`config.mk`:
```
export PLATFORM = sky130hd
export DESIGN_NAME = wheel_trial_division_factorizer
export DESIGN_NICKNAME = d
export VERILOG_FILES = /design/src/design/wtdf_pkg.sv /design/src/design/wheel_trial_division_factorizer.sv
export VERILOG_INCLUDE_DIRS = /design/src /design/src/design
export SDC_FILE = /design/constraint.sdc
export NUM_CORES = 1
export LEC_CHECK = 0
export ABC_AREA = 1
export BUFFER_PORTS_ARGS = -buffer_cell sky130_fd_sc_hd__buf_4
export CAP_MARGIN = 5
export CORE_AREA = 5 5 148 150
export DETAILED_ROUTE_END_ITERATION = 10
export DIE_AREA = 0 0 153 155
export PLACE_DENSITY = 0.74
export SYNTH_ARGS = -nofsm -noshare
export SYNTH_HDL_FRONTEND = slang
export SYNTH_SLANG_ARGS = --single-unit
```
`constraint.sdc`:
```
create_clock -name aclk -period 3.79 [get_ports aclk]
set_clock_uncertainty 0.2 [all_clocks]
set_input_delay 0.379 -clock aclk [delete_from_list [all_inputs] [get_ports aclk]]
set_output_delay 0.379 -clock aclk [all_outputs]
set_load 0.05 [all_outputs]
```
`src/design/assert_macros.svh`:
```
// Assertion macros used by the design files.
`ifndef ASSERT_MACROS_SVH
`define ASSERT_MACROS_SVH
`ifndef NO_ASSERTIONS
// Check a property on every clock edge outside reset.
`define ASSERT_RST(label, clk, rstn, prop, msg) \
    label: assert property (@(posedge clk) disable iff (!(rstn)) (prop)) else $error(msg);
// Check a property on every clock edge, reset included.
`define ASSERT_ALL(label, clk, prop, msg) \
    label: assert property (@(posedge clk) (prop)) else $error(msg);
`else
`define ASSERT_RST(label, clk, rstn, prop, msg)
`define ASSERT_ALL(label, clk, prop, msg)
`endif
`endif

```
`src/design/wtdf_pkg.sv`:
```
// Constants and state codes of the wheel trial division factorizer.
package wtdf_pkg;
    localparam int VALUE_WIDTH = 31;
    localparam int DIV_WIDTH   = (VALUE_WIDTH + 1) / 2 + 1;
    localparam int CNT_WIDTH   = $clog2(VALUE_WIDTH + 1);
    localparam int TDATA_WIDTH = ((VALUE_WIDTH + 7) / 8) * 8;

    localparam logic [2:0] ST_IDLE  = 3'd0;
    localparam logic [2:0] ST_NONE  = 3'd1;
    localparam logic [2:0] ST_DIV   = 3'd2;
    localparam logic [2:0] ST_CHECK = 3'd3;
    localparam logic [2:0] ST_PUSH  = 3'd4;
    localparam logic [2:0] ST_REST  = 3'd5;
    localparam logic [2:0] ST_FINAL = 3'd6;

    typedef logic [VALUE_WIDTH-1:0] value_t;
    typedef logic [DIV_WIDTH-1:0]   divisor_t;
endpackage

```
`src/design/wheel_trial_division_factorizer.sv`:
```
// Top level: prime factorization by trial division over a wheel of 6.
//
// Usage: one beat on the s_ channel carries the number to factor in
// s_tdata[30:0]. The block answers with its prime factors in ascending
// order, one m_ beat per factor, repeats included; m_tlast marks the final
// beat. An input of 0 or 1 gives one beat with factor 0, m_tlast high and
// m_tuser (no factor) high.
// Throughput: one number at a time; s_tready is high only while idle.
// Every trial is a bit-serial restoring division of the remaining value by
// the divisor, one quotient bit a cycle, then a check of the remainder.
// Divisors are 2, 3, then 6k-1 and 6k+1; the search stops once a 6k-1
// divisor exceeds its quotient. A prime near 2^31 takes about 15.5k
// trials. Each factor is held back one step so that the last one can be
// marked. Reset (aresetn low, synchronous) returns to idle and drops any
// beat in the output register. A stalled receiver holds the m_ beat in
// the output register; the trials go on, and the block waits only when
// it has a further beat to send.
module wheel_trial_division_factorizer
    import wtdf_pkg::*;
(
    input  logic                   aclk,
    input  logic                   aresetn,
    input  logic                   s_tvalid,
    output logic                   s_tready,
    input  logic [TDATA_WIDTH-1:0] s_tdata,   // [30:0] number
    output logic                   m_tvalid,
    input  logic                   m_tready,
    output logic [TDATA_WIDTH-1:0] m_tdata,   // [30:0] factor
    output logic                   m_tlast,
    output logic                   m_tuser    // [0] no_factor
);
`include "assert_macros.svh"

    logic [2:0]           state_reg, state_next;
    value_t               rem_reg, rem_next;       // remaining value
    value_t               quo_reg, quo_next;       // dividend / quotient shifter
    divisor_t             part_reg, part_next;     // partial remainder
    divisor_t             div_reg, div_next;       // trial divisor
    logic [CNT_WIDTH-1:0] cnt_reg, cnt_next;
    logic                 wheel_lo_reg, wheel_lo_next; // divisor is 6k-1
    logic                 first_reg, first_next;       // first trial of a 6k-1 divisor
    value_t               fac_reg, fac_next;       // factor waiting to be pushed
    logic                 push_end_reg, push_end_next; // after push go to final
    value_t               pend_reg, pend_next;     // held-back factor
    logic                 pend_vld_reg, pend_vld_next;
    logic                 out_vld_reg, out_vld_next;
    value_t               out_fac_reg, out_fac_next;
    logic                 out_last_reg, out_last_next;
    logic                 out_none_reg, out_none_next;

    logic                 out_free;
    logic [DIV_WIDTH:0]   shifted;
    logic [DIV_WIDTH:0]   diff;
    value_t               div_wide;

    assign out_free = !out_vld_reg || m_tready;
    assign shifted  = {part_reg, quo_reg[VALUE_WIDTH-1]};
    assign diff     = shifted - {1'b0, div_reg};
    assign div_wide = value_t'(div_reg);

    always_comb begin
        state_next    = state_reg;
        rem_next      = rem_reg;
        quo_next      = quo_reg;
        part_next     = part_reg;
        div_next      = div_reg;
        cnt_next      = cnt_reg;
        wheel_lo_next = wheel_lo_reg;
        first_next    = first_reg;
        fac_next      = fac_reg;
        push_end_next = push_end_reg;
        pend_next     = pend_reg;
        pend_vld_next = pend_vld_reg;
        out_vld_next  = out_vld_reg && !m_tready;
        out_fac_next  = out_fac_reg;
        out_last_next = out_last_reg;
        out_none_next = out_none_reg;
        unique case (state_reg)
            ST_IDLE: begin
                if (s_tvalid) begin
                    rem_next      = s_tdata[VALUE_WIDTH-1:0];
                    quo_next      = s_tdata[VALUE_WIDTH-1:0];
                    part_next     = '0;
                    cnt_next      = '0;
                    div_next      = divisor_t'(2);
                    wheel_lo_next = 1'b0;
                    first_next    = 1'b0;
                    pend_vld_next = 1'b0;
                    if (s_tdata[VALUE_WIDTH-1:1] == '0) begin
                        state_next = ST_NONE;
                    end else begin
                        state_next = ST_DIV;
                    end
                end
            end
            ST_NONE: begin
                if (out_free) begin
                    out_vld_next  = 1'b1;
                    out_fac_next  = '0;
                    out_last_next = 1'b1;
                    out_none_next = 1'b1;
                    state_next    = ST_IDLE;
                end
            end
            ST_DIV: begin
                // One restoring step: take the divisor off if it fits.
                if (!diff[DIV_WIDTH]) begin
                    part_next = diff[DIV_WIDTH-1:0];
                end else begin
                    part_next = shifted[DIV_WIDTH-1:0];
                end
                quo_next = {quo_reg[VALUE_WIDTH-2:0], !diff[DIV_WIDTH]};
                cnt_next = cnt_reg + 1'b1;
                if (cnt_reg == CNT_WIDTH'(VALUE_WIDTH - 1)) begin
                    state_next = ST_CHECK;
                end
            end
            ST_CHECK: begin
                first_next = 1'b0;
                part_next  = '0;
                cnt_next   = '0;
                if (first_reg && (div_wide > quo_reg)) begin
                    // Divisor squared exceeds the remaining value: stop.
                    state_next = ST_REST;
                end else if (part_reg == '0) begin
                    rem_next      = quo_reg;
                    fac_next      = div_wide;
                    push_end_next = 1'b0;
                    state_next    = ST_PUSH;
                end else begin
                    // Advance along 2, 3, 5, 7, 11, 13, ...
                    quo_next   = rem_reg;
                    state_next = ST_DIV;
                    if (div_reg == divisor_t'(2)) begin
                        div_next = divisor_t'(3);
                    end else if (div_reg == divisor_t'(3)) begin
                        div_next      = divisor_t'(5);
                        wheel_lo_next = 1'b1;
                        first_next    = 1'b1;
                    end else if (wheel_lo_reg) begin
                        div_next      = div_reg + divisor_t'(2);
                        wheel_lo_next = 1'b0;
                    end else begin
                        div_next      = div_reg + divisor_t'(4);
                        wheel_lo_next = 1'b1;
                        first_next    = 1'b1;
                    end
                end
            end
            ST_PUSH: begin
                // Hold the new factor back; release the previous one.
                if (!pend_vld_reg || out_free) begin
                    if (pend_vld_reg) begin
                        out_vld_next  = 1'b1;
                        out_fac_next  = pend_reg;
                        out_last_next = 1'b0;
                        out_none_next = 1'b0;
                    end
                    pend_next     = fac_reg;
                    pend_vld_next = 1'b1;
                    quo_next      = rem_reg;
                    if (push_end_reg) begin
                        state_next = ST_FINAL;
                    end else begin
                        state_next = ST_DIV;
                    end
                end
            end
            ST_REST: begin
                if (rem_reg[VALUE_WIDTH-1:1] != '0) begin
                    fac_next      = rem_reg;
                    push_end_next = 1'b1;
                    state_next    = ST_PUSH;
                end else begin
                    state_next = ST_FINAL;
                end
            end
            ST_FINAL: begin
                if (out_free) begin
                    out_vld_next  = 1'b1;
                    out_fac_next  = pend_reg;
                    out_last_next = 1'b1;
                    out_none_next = 1'b0;
                    pend_vld_next = 1'b0;
                    state_next    = ST_IDLE;
                end
            end
            default: begin
                state_next = ST_IDLE;
            end
        endcase
    end

    always_ff @(posedge aclk) begin
        if (!aresetn) begin
            state_reg    <= ST_IDLE;
            pend_vld_reg <= 1'b0;
            out_vld_reg  <= 1'b0;
            cnt_reg      <= '0;
        end else begin
            state_reg    <= state_next;
            pend_vld_reg <= pend_vld_next;
            out_vld_reg  <= out_vld_next;
            cnt_reg      <= cnt_next;
        end
        rem_reg      <= rem_next;
        quo_reg      <= quo_next;
        part_reg     <= part_next;
        div_reg      <= div_next;
        wheel_lo_reg <= wheel_lo_next;
        first_reg    <= first_next;
        fac_reg      <= fac_next;
        push_end_reg <= push_end_next;
        pend_reg     <= pend_next;
        out_fac_reg  <= out_fac_next;
        out_last_reg <= out_last_next;
        out_none_reg <= out_none_next;
    end

    assign s_tready = (state_reg == ST_IDLE);
    assign m_tvalid = out_vld_reg;
    assign m_tdata  = TDATA_WIDTH'(out_fac_reg);
    assign m_tlast  = out_last_reg;
    assign m_tuser  = out_none_reg;

    `ASSERT_RST(a_final_has_pend, aclk, aresetn, (state_reg == ST_FINAL) |-> pend_vld_reg, "final state without a held factor")
    `ASSERT_RST(a_div_nonzero, aclk, aresetn, (state_reg == ST_DIV) |-> (div_reg >= divisor_t'(2)), "trial divisor below two")
    `ASSERT_RST(a_cnt_idle, aclk, aresetn, (state_reg == ST_IDLE) |-> (cnt_reg == '0), "bit counter not cleared")
    `ASSERT_RST(a_none_last, aclk, aresetn, (m_tvalid && m_tuser) |-> m_tlast, "no-factor beat not last")
    `ASSERT_ALL(a_reset_idle, aclk, !aresetn |=> (state_reg == ST_IDLE && !m_tvalid), "reset did not idle")
endmodule
```
**Yosys cells after proc, flatten, opt, wreduce, memory -nomap -nowiden**

Index checks and enable logic that the tools add are counted.

- Bits in registers: 204
- Word-level logic and storage cells: 138
- Output and inout port bits: 36
- Bits of input ports: 36

- Reductions and logical operators: 32
- $lt $le $gt $ge: 1
- Add/subtract/negate cells: 4
- Equality and inequality tests: 21
- Muxes and demuxes: 64

Operators with widths:

| kind | number |
|---|---|
| $mux W31 | 11 |
| $mux W17 | 8 |
| $pmux W31 S2 | 2 |
| $pmux W31 S4 | 1 |
| $pmux W31 S3 | 1 |
| $pmux W17 S3 | 1 |
| $eq A17 B2 Y1 const B | 2 |
| $pmux W17 S2 | 1 |
| $gt A17 B31 Y1 | 1 |
| $logic_not A30 Y1 | 1 |
| $reduce_bool A30 Y1 | 1 |
| $reduce_and A4 Y1 | 6 |
| $ne A2 B2 Y1 const B | 11 |
| $mux W3 | 7 |
| $mux W1 | 20 |
| $pmux W3 S6 | 1 |
| $sub A18 B17 Y18 | 1 |
| $add A17 B2 Y17 const B | 1 |
| $add A17 B3 Y17 const B | 1 |
| $logic_not A17 Y1 | 1 |
| $pmux W5 S3 | 1 |
| $pmux W1 S2 | 5 |
| $reduce_and A5 Y1 | 2 |
| $eq A3 B3 Y1 const B | 3 |
| 18 further kinds | 32 |

**Longest topological paths before layout**

- Depth after elaboration: 7
- Mapped depth: 16
- Depth with buffers taken out: 16

**Worst setup path before layout**

Ideal clock, no wire load.

- Path type: register to register
- From: register state_reg[2]
- To: register out_none_reg (netlist: m_tuser), enable pin
- Arrival time: 2474 ps
- Stages on the path, launching flop included: 6
- Clock period less this slack: 3095 ps
- Slack: 695 ps
- Setup time: 421 ps
- Data required time: 3169 ps
- Path buffers: 1
- Cells stage by stage: dfxtp_1 inv_2 nor2_8 buf_2 a21oi_1 nor2_1

- Cells in the longest elaborated chain, start to end: 3
- Elaborated cells on any way between the ends: 9
- Those cells by class: 7 x eq/ne; 2 x reduce/logical

Ends and longest elaborated chain:

| item | RTL line | text |
|---|---|---|
| start, declared | wheel_trial_division_factorizer.sv:34 | `logic [2:0] state_reg, state_next;` |
| start signal, assigned | wheel_trial_division_factorizer.sv:201 | `state_reg <= state_next;` |
| $eq A3 B1 Y1 / $eq A3 B3 Y1 (equally long branches) | wheel_trial_division_factorizer.sv:78 | `unique case (state_reg)` |
| $ne A2 B2 Y1 (no source line) / $reduce_bool A3 Y1 (equally long branches) | -- |  |
| $reduce_and A5 Y1 (no source line) (*) | -- |  |
| end signal, assigned | wheel_trial_division_factorizer.sv:217 | `out_none_reg <= out_none_next;` |
| end, declared | wheel_trial_division_factorizer.sv:49 | `logic out_none_reg, out_none_next;` |

Mark *: on every way between the ends. The rest lies on a longest branch, timed or not.
A chain may end at the register's enable or synchronous reset.

**Worst setup path in the final report**

- From: register div_reg[14]
- To: register quo_reg[18], enable pin

- Cells in the longest elaborated chain, start to end: 4

Ends and longest elaborated chain:

| item | RTL line | text |
|---|---|---|
| start, declared | wheel_trial_division_factorizer.sv:38 | `divisor_t div_reg, div_next;` |
| start signal, assigned | wheel_trial_division_factorizer.sv:209 | `div_reg <= div_next;` |
| $gt A17 B31 Y1 | wheel_trial_division_factorizer.sv:122 | `if (first_reg && (div_wide > quo_reg)) begin` |
| $logic_and A1 B1 Y1 | wheel_trial_division_factorizer.sv:122 |  |
| $ne A2 B2 Y1 (no source line) | -- |  |
| $reduce_and A4 Y1 (no source line) | -- |  |
| end signal, assigned | wheel_trial_division_factorizer.sv:207 | `quo_reg <= quo_next;` |
| end, declared | wheel_trial_division_factorizer.sv:36 | `value_t quo_reg, quo_next;` |

Every way passes these cells.

==> impl_metrics.py <==
metrics = {
    "place": {
        "dpl_worst_slack_ns": 0.960,
        "portBuffers": 69,
        "dp_hpwl_um": 17400,
        "dpl.cell_count": 1486,
        "gp_congestion": 0.863,
    },
    "min_path": {
        "min_path_type": "in2reg",
    },
    "critical_path": {
        "path_cells": "ha_1 > nand2_1 > nor2_1 > nand2_1 > o21ai_0 > inv_1 > nand3_1 > o211ai_1 > inv_1 > buf_4",
        "slowest_stage": "edfxtp_1",
        "required_ns": 3.72,
        "start_kind": "flip-flop",
        "crit_arrival_ns": 2.83,
        "cp_top_family": "simple AND/OR/NAND/NOR gates",
        "critical_path_buf_inv_count": 3,
        "critical_path_class": "reg2reg",
        "critPathMaxStageDelay_ns": 0.48,
        "endpoint_kind": "flip-flop",
        "worstPathMaxFanout": 31,
    },
    "yosys": {
        "avgSynthCellArea_sq_um": 9.43,
        "syn_nets": 1242,
        "ys_types": 44,
        "synth_area_sq_um": 11000,
        "postSynth.asyncResetShare_pct": 0,
        "synth-seq-cells": 204,
        "synth.yosys.seq_area_share_pct": 54.8,
        "ys_warn_count": 0,
        "netlist_instances": 1166,
        "synthFlopType": "edfxtp_1",
        "synth_edf_count": 194,
    },
    "clock_tree": {
        "cts_tree": "yes",
        "clock-sinks": 204,
        "clk_pin_slew_ns": 0.06,
        "cts_inserted_buffers": 21,
        "cts_resized": 0,
        "cts_setup_buffers": 0,
        "worstSkewPairLatency_ns": 0.50,
        "root_buffer": "clkbuf_16",
        "clockBufferDepth": 3,
        "htree_num_levels": 1,
        "hold_buffers": 3,
    },
    "sta": {
        "holdWs_ns": 0.0504,
        "tns_ns": 0,
        "slew_headroom_pct": 40.2,
        "slew_violations": 0,
        "max_clock_freq_mhz": 345,
        "rsz0062_at_grt": "false",
        "final.period_utilization_pct": 76.4,
        "finalHoldViolCount": 0,
        "finalWorstSetupSlack_ns": 0.893,
        "worst_slew_pin_slew_ns": 0.896,
        "fin_crit_ns": 2.90,
        "setup_viol": 0,
    },
    "drt": {
        "dr.pass1.iters": 5,
        "num_vias": 8314,
        "first_iter_violations": 749,
        "ant_nets": 0,
        "avgRoutedWirePerCell_um": 16.1,
        "drc": 0,
        "viasPerCell": 5.44,
        "wirelength_um": 24500,
    },
    "layout": {
        "drive_above_1_share_pct": 12.4,
        "ff_latch_area_sq_um": 6030,
        "finalNonFillerCells": 1527,
        "antennaDiodeCount": 0,
        "nets": 1313,
        "nFillCells": 1750,
        "syn2layout_area_growth_pct": 13.2,
        "multi_input_area_sq_um": 4020,
    },
    "power": {
        "pwr_density_cell_nw_per_um2": 740,
        "ir_drop_mv": 0.373,
        "leakage_nw": 5.39,
    },
    "floorplan": {
        "io_pins": 72,
        "die_y_um": 155,
        "die_area_sq_um": 23700,
        "start_util_pct": 53.5,
        "fp-row-count": 53,
        "die_width_um": 153,
        "core_region_area_sq_um": 20600,
    },
    "global_routing": {
        "grt_pass1_vias": 7664,
        "grt_use_met2_pct": 32.0,
        "groute.usage.overall_pct": 20.3,
        "antenna_found_initial": 0,
        "grt_pass1_wl_um": 39700,
        "gr-total-overflow": 0,
        "gr-usage-met1_pct": 29.5,
        "grt_max_degree": 52,
        "top_usage_layer": "met2",
        "gr-usage-met3_pct": 3.48,
    },
    "outcome": {
        "status": "finished, final reports clean",
    },
    "job": {
        "maxCapViolations": 0,
    },
}
[Yosys cell counts, types with 3 or more instances]
library cell | n | area [sq um]
a221oi_2 | 3 | 45.0
dfxtp_1 | 10 | 200
o211ai_1 | 8 | 60.1
nand3b_1 | 4 | 30.0
inv_2 | 12 | 45.0
a22oi_2 | 9 | 113
nor3_1 | 18 | 90.1
edfxtp_1 | 194 | 5830
nand3_1 | 34 | 170
buf_1 | 4 | 15.0
xor2_1 | 14 | 123
inv_4 | 3 | 18.8
inv_1 | 186 | 698
buf_2 | 13 | 65.1
xnor2_1 | 4 | 35.0
o21ai_0 | 77 | 385
nand2_1 | 220 | 826
a22oi_1 | 14 | 105
buf_4 | 4 | 30.0
ha_1 | 39 | 488
a221oi_1 | 27 | 236
nor4_1 | 5 | 31.3
o221ai_1 | 7 | 61.3
nor3b_1 | 4 | 30.0
nor2_1 | 148 | 556
nand4_1 | 19 | 119
a21oi_1 | 48 | 240
buf_6 | 5 | 56.3
nor2_4 | 4 | 45.0
clkbuf_1 | 8 | 30.0
nor2_8 | 4 | 80.1
[metrics by stage]
| step | cell area (sq um) | utilization, % | power (mW) |
|---|---|---|---|
| after global routing | 12400 | 60.6 | 9.85 |
| after detailed placement | 11800 | 57.2 | 7.18 |
| after global placement | 11800 | 57.2 | 7.09 |
| after CTS | 12400 | 60.6 | 9.21 |
| after floorplan | 11000 | - | 6.21 |
| final | 12400 | 60.6 | 9.21 |
[per-layer routing]
layer	vias up	part of all wire (%)
li1	4108	-
met1	3798	44
met2	363	45
met3	45	8.7
met4	0	2.3
met5	-	0
[layout by cell type, fill, tap and decap left out, types with 27 or more instances in the layout]
cell	n
a21oi_1	48
a221oi_1	27
buf_4	78
edfxtp_1	194
ha_1	39
inv_1	186
nand2_1	220
nand3_1	34
nor2_1	146
o21ai_0	77
[logic make-up after synthesis]
| logic type | Yosys count | share of synthesized area, % |
|---|---|---|
| other cells | 1 | 0.0341 |
| fa+ha+maj | 40 | 4.62 |
| simple gates | 467 | 18.5 |
| buf+inv | 235 | 8.72 |
| xor+xnor | 18 | 1.43 |
| flops | 204 | 54.8 |
| compound gates | 201 | 11.9 |
[path summary, 6_finish.rpt]
path	start	endpoint	slack, ns	depth (start not counted)
setup / recovery	div_reg[14]	quo_reg[18]	0.89	10
hold / removal	s_tdata[18]	quo_reg[18]	0.05	5
setup reg to reg	div_reg[14]	quo_reg[18]	0.89	10
hold reg to reg	fac_reg[26]	pend_reg[26]	0.22	0
[report_power, final]
group	internal [mW]	leakage [nW]	switching (mW)
sequential	3.20	1.85	0.501
clock	1.15	0.325	0.838
combinational	1.13	3.21	2.38
total	5.49	5.39	3.72
[final cells by class]
cell class	count	area share, %
Multi-Input combinational cell	727	32.3
Timing Repair Buffer	82	5.11
Clock inverter	16	1.10
Inverter	201	6.12
Tap cell	275	2.76
Sequential cell	204	48.4
Clock buffer	22	4.25
[worst reg2reg max path: cells and delay by family (launching register included)]
kind                       cells  cell delay (ns)
buffers and inverters          3             0.58
adders and majority gates      1             0.35
AOI/OAI and AO/OA              2             0.32
DFF                            1             0.48
and+or+nand+nor                4             0.58
Note: power is estimated with default switching activity, not from simulation.
